--- src/sv/pwtm_pkg.sv ---
`timescale 1ns / 1ps
// ----------------------------------------------------------------------------
// pwtm_pkg
// Shared types and constants of the polyphonic wavetable mixer.
// ----------------------------------------------------------------------------
package pwtm_pkg;

  localparam int SAMPLE_W   = 16;
  localparam int LEVEL_W    = 10;
  localparam int ENV_W      = 17;
  localparam int INTERVAL_W = 16;
  localparam int KEY_W      = 24;
  localparam int VSEL_W     = 5;
  localparam int WADDR_W    = 10;
  localparam int REQ_W      = 2;
  localparam int CFG_IDX_W  = 2;

  // |wave| * level * 32 fits in 31 bits; quotients are clamped to 17 bits,
  // which already drives any 16-bit mix into saturation.
  localparam int DIVIDEND_W = 31;
  localparam int QUOT_W     = 17;

  typedef enum logic [REQ_W-1:0] {
    REQ_TICK   = 2'd0,
    REQ_WAVE   = 2'd1,
    REQ_LENGTH = 2'd2,
    REQ_NONE   = 2'd3
  } req_t;

  typedef enum logic [CFG_IDX_W-1:0] {
    CFG_ATTACK  = 2'd0,
    CFG_RELEASE = 2'd1,
    CFG_LMAX    = 2'd2,
    CFG_NONE    = 2'd3
  } cfg_idx_t;

  localparam logic [INTERVAL_W-1:0] ATTACK_RST  = 16'd16;
  localparam logic [INTERVAL_W-1:0] RELEASE_RST = 16'd80;
  localparam logic [LEVEL_W-1:0]    LMAX_RST    = 10'd100;

  typedef enum logic [5:0] {
    S_IDLE  = 6'b000001,
    S_PHASE = 6'b000010,
    S_MUL   = 6'b000100,
    S_DIV   = 6'b001000,
    S_ACC   = 6'b010000,
    S_DONE  = 6'b100000
  } state_t;

endpackage

--- src/sv/pwtm_div.sv ---
`timescale 1ns / 1ps
// ----------------------------------------------------------------------------
// pwtm_div
// Restoring divider, one quotient bit per cycle, quotient clamped to 17 bits.
// ----------------------------------------------------------------------------
module pwtm_div
  import pwtm_pkg::*;
(
  input  logic                  clk,
  input  logic                  rst_n,
  input  logic                  start,
  input  logic [DIVIDEND_W-1:0] dividend,
  input  logic [LEVEL_W-1:0]    divisor,
  output logic                  done,
  output logic [QUOT_W-1:0]     quotient
);

  localparam int CNT_W = $clog2(QUOT_W);

  logic [DIVIDEND_W-1:0] rem_r;
  logic [DIVIDEND_W-1:0] den_r;
  logic [QUOT_W-1:0]     q_r;
  logic [CNT_W-1:0]      cnt_r;
  logic                  busy_r;
  logic                  done_r;
  logic                  ovf_r;
  logic                  ge;

  assign ge = (rem_r >= den_r);

  always_ff @(posedge clk) begin
    if (!rst_n) begin
      busy_r <= 1'b0;
      done_r <= 1'b0;
    end else begin
      done_r <= 1'b0;
      if (start) begin
        busy_r <= 1'b1;
        cnt_r  <= CNT_W'(QUOT_W - 1);
        rem_r  <= dividend;
        den_r  <= DIVIDEND_W'(divisor) << (QUOT_W - 1);
        ovf_r  <= (dividend >= (DIVIDEND_W'(divisor) << QUOT_W));
        q_r    <= '0;
      end else if (busy_r) begin
        if (ge) begin
          rem_r <= rem_r - den_r;
        end
        q_r   <= {q_r[QUOT_W-2:0], ge};
        den_r <= den_r >> 1;
        cnt_r <= cnt_r - 1'b1;
        if (cnt_r == '0) begin
          busy_r <= 1'b0;
          done_r <= 1'b1;
        end
      end
    end
  end

  assign done     = done_r;
  assign quotient = ovf_r ? {QUOT_W{1'b1}} : q_r;

endmodule

--- config.mk ---
export PLATFORM = sky130hd
export DESIGN_NAME = pwtm_div
export DESIGN_NICKNAME = d
export VERILOG_FILES = /design/src/sv/pwtm_pkg.sv /design/src/sv/pwtm_div.sv
export SDC_FILE = /design/constraint.sdc
export NUM_CORES = 1
export LEC_CHECK = 0
export BUFFER_PORTS_ARGS = -buffer_cell sky130_fd_sc_hd__buf_2
export CORE_AREA = 2 2 130 132
export CTS_BUF_LIST = sky130_fd_sc_hd__clkbuf_2 sky130_fd_sc_hd__clkbuf_4 sky130_fd_sc_hd__clkbuf_8
export DETAILED_ROUTE_END_ITERATION = 10
export DIE_AREA = 0 0 132 134
export PLACE_DENSITY = 0.61
export SLEW_MARGIN = 5
export SYNTH_ARGS = -nofsm -noshare
export SYNTH_HDL_FRONTEND = slang
export SYNTH_SLANG_ARGS = --single-unit
--- constraint.sdc ---
create_clock -name clk -period 3.35 [get_ports clk]
set_input_delay 0.1675 -clock clk [delete_from_list [all_inputs] [get_ports clk]]
set_output_delay 0.1675 -clock clk [all_outputs]
set_load 0.01 [all_outputs]
==> results of run 1 <==
[cells by family after synthesis]
logic type / after synthesis / share of synthesized area, %
AO/OA/AOI/OAI: 142 / 17.6
XOR/XNOR: 23 / 3.68
adder cells (fa/ha/maj): 38 / 8.81
buffers and inverters: 71 / 5.85
flip-flops: 82 / 44.6
multiplexers: 4 / 0.799
AND/OR/NAND/NOR: 211 / 18.7
[worst register-to-register path: cells and delay by family (launching register included)]
kind	cells	cell delay (ns)
compound gates	6	1.27
fa+ha+maj	2	0.55
flops	1	0.38
mux	1	0.28
buf+inv	2	0.13
[report_power, final]
part           leakage, nW  switching [mW]  internal, mW
logic                 1.57           0.498         0.328
clock network        0.120           0.383         0.506
registers            0.793          0.0362          1.24
[sequential cells by signal (all words and copies together) (netlist names)]
register	count
q_r	17
den_r	26
cnt_r	5
rem_r	31
ovf_r	1
done	1
busy_r	1
[layout by cell type, fill, tap and decap left out, types with 3 or more instances in the layout]
master,n
nor3_1,7
or3_1,3
edfxtp_1,80
a211oi_2,4
bufinv_16,3
nor2_1,52
a211oi_1,5
nor4b_1,3
nor4_1,11
o21a_1,5
a21o_1,10
or2_2,20
xnor2_1,12
xor2_1,11
o21ai_0,44
nand4_1,6
ha_1,37
a21oi_1,32
nor2b_1,19
buf_2,60
nand3_1,10
buf_4,4
a31oi_1,7
nand2_1,64
clkbuf_8,9
nand2b_1,4
o21ai_1,4
inv_1,46
[worst min-delay path by stage]
stage          slack, ns         to        start  depth (start not counted)
2_1_floorplan       0.32       done        rst_n                          2
3_3_place_gp        0.46       done       busy_r                          2
3_5_place_dp        0.46   rem_r[0]  dividend[0]                          3
4_1_cts             0.06       done        rst_n                          3
5_1_grt             0.09       done        rst_n                          3
6_report            0.08  den_r[18]   divisor[2]                          3
[area by class of cell]
| type | count | area share, % |
|---|---|---|
| clock buffers | 10 | 2.12 |
| clock inverters | 6 | 1.85 |
| inverters | 46 | 2.78 |
| multi-input cells | 418 | 43.8 |
| flip-flops and latches | 82 | 39.3 |
| well taps | 220 | 4.43 |
| repair buffers | 65 | 5.64 |
[per-layer routing]
metal	vias up	global-route usage [%]
li1	2146	-
met4	0	5.50
met1	2006	19.8
met5	-	0
met2	99	24.0
met3	18	3.82
[through the flow]
step / total power, mW / instances / area (sq um) / util (%)
final: 2.99 / 847 / 6210 / 38.1
after global routing: 3.17 / 847 / 6210 / 38.1
after CTS: 3.02 / 847 / 6210 / 38.1
after detailed placement: 2.12 / 831 / 5960 / 36.6
after global placement: 2.11 / 831 / 5960 / 36.6
after floorplan: 1.92 / 571 / 5480 / -
==> results_dict.tcl, run 1 <==
set metrics [dict create \
    met1_length_microns 6140 \
    place_congestion 0.908 \
    required_ns 3.46 \
    critical_path_buf_inv_count 2 \
    cts_tree "done" \
    multiInputGateArea_sq_um 2720 \
    p_per_area_nw_per_um2 481 \
    ctsLongestPathBuffers 2 \
    die_x_microns 132 \
    die-area_sq_um 17700 \
    reg2reg_to "rem_r[24]" \
    yosysWarnings 0 \
    worst_slew_pin_slew_ns 0.660 \
    clk_latency_ns 0.37 \
    highest_layer "met4" \
    ant_nets 0 \
    setup_slack_ns 0.487 \
    synth_flop_cell "edfxtp_1" \
    startpoint "rem_r[0]" \
    finalCritPeriodShare_pct 85.4 \
    rsz0062_at_grt "no" \
    grt_pass1_vias 4356 \
    synth_common_cells "edfxtp_1, nand2_1, nor2_1" \
    drcViolationCount 0 \
    cts_resized 0 \
    area_delta_synth_final_pct 13.3 \
    synthTopCellsByArea "edfxtp_1, ha_1, nand2_1" \
    hold_viol 0 \
    slew_viol_final 0 \
    syn_area_sq_um 5480 \
    yosysTopAreaCell "edfxtp_1" \
    postCtsHoldBufs 0 \
    path_class "reg -> reg" \
    ys_ff_latch 82 \
    yosysSeqAreaShare_pct 44.6 \
    synth_top_area_share_pct 43.8 \
    critPathArrivalTime_ns 2.97 \
    fin_hold_ws_ns 0.0822 \
    setup_tns_ns 0 \
    die_y_microns 134 \
    clk_pin_slew_ns 0.09 \
    layout-drive-gt1-share_pct 19.8 \
    io_pins 62 \
    initial_utilization_pct 33.6 \
    clock.fmax_mhz 349 \
    dr_wl_met2_microns 5730 \
    grt_remaining_overflow 0 \
    slew_headroom_pct 55.5 \
    firstDrtPassIters 5 \
    ff2ff_setup_slack_ns 0.49 \
    post_cts_buffers 0 \
    reg2reg_from "rem_r[0]" \
    synth_cells 571 \
    period_needed_ns 2.86 \
    htree_levels 3 \
    grt_pass1_wl_microns 21400 \
    routedWlPerCell_microns 15.1 \
    dpl_worst_slack_ns 0.500 \
    regArea_sq_um 2440 \
    routed_via_density 5.04 \
    avgSynthCellArea_sq_um 9.60 \
    crit_end "rem_r[24]" \
    fin_skew_ns 0.0132 \
    cpMostUsedCell "inv_1" \
    antenna_found_initial 0 \
    cp-end-kind "flip-flop" \
    start_kind "flip-flop" \
    port-buffer-count 61 \
    track_usage_pct 15.1 \
    core-area_sq_um 16300 \
    antenna_cells 0 \
    root_buffer "clkbuf_8" \
    critical-path-top-delay-family "compound AO/OA/AOI/OAI gates" \
    path_cells "inv_1 > ha_1 > inv_1 > fa_1 > a21o_1 > a311o_1 > a21oi_2 > o21ai_2 > a21oi_4 > mux2i_1 > o31ai_2" \
    hpwl_microns 9680 \
    drtIter0Drc 285 \
    nFillCells 1654 \
    syn_nets 653 \
    routed_wl_microns 12800 \
    critPathSlowestCell "a311o_1" \
    status "finished clean" \
    synth-edff-count 80 \
    yosysUniqueCellTypes 67 \
    wl_met3_microns 644 \
    cp_max_fo 4 \
    p_leak_nw 2.48 \
    crit_cells 11 \
    grt_max_degree 64 \
    reg2reg_depth 11 \
    ys_async_sr_fraction_pct 0 \
    vias 4269 \
    drv_cap 0 \
    hold_path.class "in -> reg" \
    setup_viol 0 \
    max_stage_delay_ns 0.41 \
    fin_nets 704 \
    cts_sinks 82 \
    synth.most_common_cell "edfxtp_1" \
    num_rows 47 \
    cts_buffers 9 \
    vdd_ir_drop_max_mv 0.199 \
]
No activity file was read; power rests on OpenSTA's default activity.
==> run 2, diff against run 1 <==
--- a/config.mk
+++ b/config.mk
@@ -5,12 +5,13 @@
 export SDC_FILE = /design/constraint.sdc
 export NUM_CORES = 1
 export LEC_CHECK = 0
+export ABC_AREA = 1
 export BUFFER_PORTS_ARGS = -buffer_cell sky130_fd_sc_hd__buf_2
-export CORE_AREA = 2 2 130 132
+export CORE_AREA = 2 2 136 138
 export CTS_BUF_LIST = sky130_fd_sc_hd__clkbuf_2 sky130_fd_sc_hd__clkbuf_4 sky130_fd_sc_hd__clkbuf_8
 export DETAILED_ROUTE_END_ITERATION = 10
-export DIE_AREA = 0 0 132 134
-export PLACE_DENSITY = 0.61
+export DIE_AREA = 0 0 138 140
+export PLACE_DENSITY = 0.6
 export SLEW_MARGIN = 5
 export SYNTH_ARGS = -nofsm -noshare
 export SYNTH_HDL_FRONTEND = slang
==> run 2 against run 1 <==
  * Sequential share of layout area decreased by 3.2 points
  * Core utilization decreased by 0.098 points
  * Critical path type unchanged
  * Area after synthesis increased by 9.6%
  * Largest cell class unchanged
  * Clock skew increased by 0.0021 ns
  * Largest power group unchanged
==> results_dict.tcl, run 2 <==
set metrics [dict create \
    status "finished clean" \
    required_ns 3.41 \
    grt_max_degree 68 \
    antenna_cells 0 \
    cpMostUsedCell "nand2_1" \
    avgSynthCellArea_sq_um 7.18 \
    whs_path_depth 3 \
    synthMuxAreaShare_pct 0 \
    min-delay-start "divisor[9]" \
    synth_flop_cell "edfxtp_1" \
    slew_headroom_pct 24.8 \
    setup_viol 0 \
    yosysUniqueCellTypes 38 \
    reg2reg_depth 10 \
    vdd_ir_drop_max_mv 0.197 \
    area_delta_synth_final_pct 12.5 \
    fin_nets 980 \
    final_common_cell "nand2_1" \
    largestRegisters "rem_r x31, den_r x26, q_r x17" \
    finalCritPeriodShare_pct 74.2 \
    core-area_sq_um 17800 \
    setup_tns_ns 0 \
    start_kind "flip-flop" \
    track_usage_pct 16.3 \
    p_leak_nw 3.44 \
    hpwl_microns 12100 \
    routed_via_density 4.63 \
    io_pins 62 \
    ys_ff_latch 82 \
    cts_tree "done" \
    routed_wl_microns 15400 \
    num_rows 49 \
    slew_viol_final 0 \
    synth_common_cells "nand2_1, inv_1, nor2_1" \
    synth_cells 837 \
    syn_area_sq_um 6010 \
    post_cts_buffers 0 \
    hold_path.class "in -> reg" \
    synth_compound_area_share_pct 5.35 \
    drv_cap 0 \
    fin_skew_ns 0.0154 \
    reg2reg_from "rem_r[8]" \
    ctsLongestPathBuffers 2 \
    rsz0062_at_grt "no" \
    fin_util_pct 38.0 \
    synthXorXnorAreaFrac_pct 1.02 \
    grt_pass1_vias 5166 \
    die_x_microns 138 \
    synthSimpleGateAreaFrac_pct 33.1 \
    ys_async_sr_fraction_pct 0 \
    fin_hold_ws_ns 0.0609 \
    final_cell_mix "nand2_1, inv_1, nor2_1" \
    drcViolationCount 0 \
    cts_sinks 82 \
    synthTopCellsByArea "edfxtp_1, nand2_1, inv_1" \
    cts_resized 0 \
    yosysTopAreaCell "edfxtp_1" \
    die-area_sq_um 19300 \
    layout-drive-gt1-share_pct 13.5 \
    synth_top_family_by_area "simple AND/OR/NAND/NOR gates" \
    clock.fmax_mhz 402 \
    hold_end "den_r[25]" \
    grt_pass1_wl_microns 25100 \
    cp-end-kind "flip-flop" \
    syn_nets 919 \
    critPathArrivalTime_ns 2.54 \
    critPathSlowestCell "ha_1" \
    root_buffer "clkbuf_8" \
    yosysSeqAreaShare_pct 40.7 \
    path_cells "ha_1 > nand2_1 > nor2_2 > nand2_1 > nor4_1 > nand2_1 > nand3_1 > nand2_1 > nand2_1 > buf_4" \
    largest_reg_flops 31 \
    max_stage_delay_ns 0.39 \
    die_y_microns 140 \
    p_per_area_nw_per_um2 458 \
    top_register "rem_r" \
    port-buffer-count 61 \
    ant_nets 0 \
    yosysWarnings 0 \
    period_needed_ns 2.49 \
    antenna_found_initial 0 \
    synthAdderAreaFrac_pct 8.04 \
    clk_latency_ns 0.38 \
    synth-edff-count 80 \
    grt_remaining_overflow 0 \
    place_congestion 0.936 \
    firstDrtPassIters 5 \
    clk_pin_slew_ns 0.08 \
    cts_buffers 9 \
    ff2ff_setup_slack_ns 0.86 \
    routedWlPerCell_microns 13.6 \
    hold_viol 0 \
    synth_top_area_share_pct 40.0 \
    htree_levels 3 \
    path_class "reg -> reg" \
    reg2reg_to "rem_r[24]" \
    synth.most_common_cell "nand2_1" \
    cp_max_fo 18 \
    worst_slew_pin_slew_ns 1.13 \
    vias 5240 \
    drtIter0Drc 335 \
    postCtsHoldBufs 0 \
    initial_utilization_pct 33.8 \
]
==> run 2: power breakdown <==
part	internal [mW]	switching, mW
registers	1.26	0.0338
logic	0.363	0.719
clock network	0.330	0.390
==> run 2: through the flow <==
step,setup WS [ns],power (mW),cell area [sq um],instances
2_1_floorplan,0.884,2.11,6010,837
3_3_place_gp,0.875,2.39,6570,1116
3_5_place_dp,0.856,2.40,6570,1116
4_1_cts,0.837,3.12,6760,1132
5_1_grt,0.667,3.33,6760,1132
6_report,0.864,3.10,6760,1132
==> run 2: worst max path at each step <==
stage | startpoint | to | slack, ns | depth (start not counted)
6_report | rem_r[8] | rem_r[24] | 0.86 | 10
5_1_grt | den_r[10] | rem_r[24] | 0.67 | 11
4_1_cts | rem_r[8] | rem_r[24] | 0.84 | 10
3_5_place_dp | rem_r[8] | rem_r[20] | 0.86 | 10
3_3_place_gp | rem_r[8] | rem_r[24] | 0.88 | 10
2_1_floorplan | rem_r[3] | rem_r[0] | 0.88 | 11
==> run 2: cell type report <==
type	count	area (sq um)
Clock inverter	3	23.8
Timing Repair Buffer	65	335
Inverter	172	646
Multi-Input combinational cell	568	2860
Tap cell	229	287
Clock buffer	13	166
Fill cell	1939	11000
Sequential cell	82	2440
==> run 2: logic make-up after synthesis <==
family	Yosys count
and+or+nand+nor	464
buffers and inverters	187
DFF	82
AOI/OAI and AO/OA	59
adders and majority gates	38
xor gates and xnor gates	7
==> run 2: critical path: cells and delay by family, from the launching register on <==
kind,cells,cell delay [ns]
buf+inv,1,0.30
fa+ha+maj,1,0.39
simple gates,8,1.08
flops,1,0.38
==> run 2: routing by layer <==
| layer | vias to the layer above | GRT usage, % | part of all wire (%) |
|---|---|---|---|
| met3 | 28 | 3.49 | 3.9 |
| met2 | 98 | 26.6 | 45 |
| met1 | 2362 | 21.4 | 49 |
| met4 | 0 | 5.59 | 2.6 |
| met5 | - | 0 | 0 |
| li1 | 2752 | - | - |
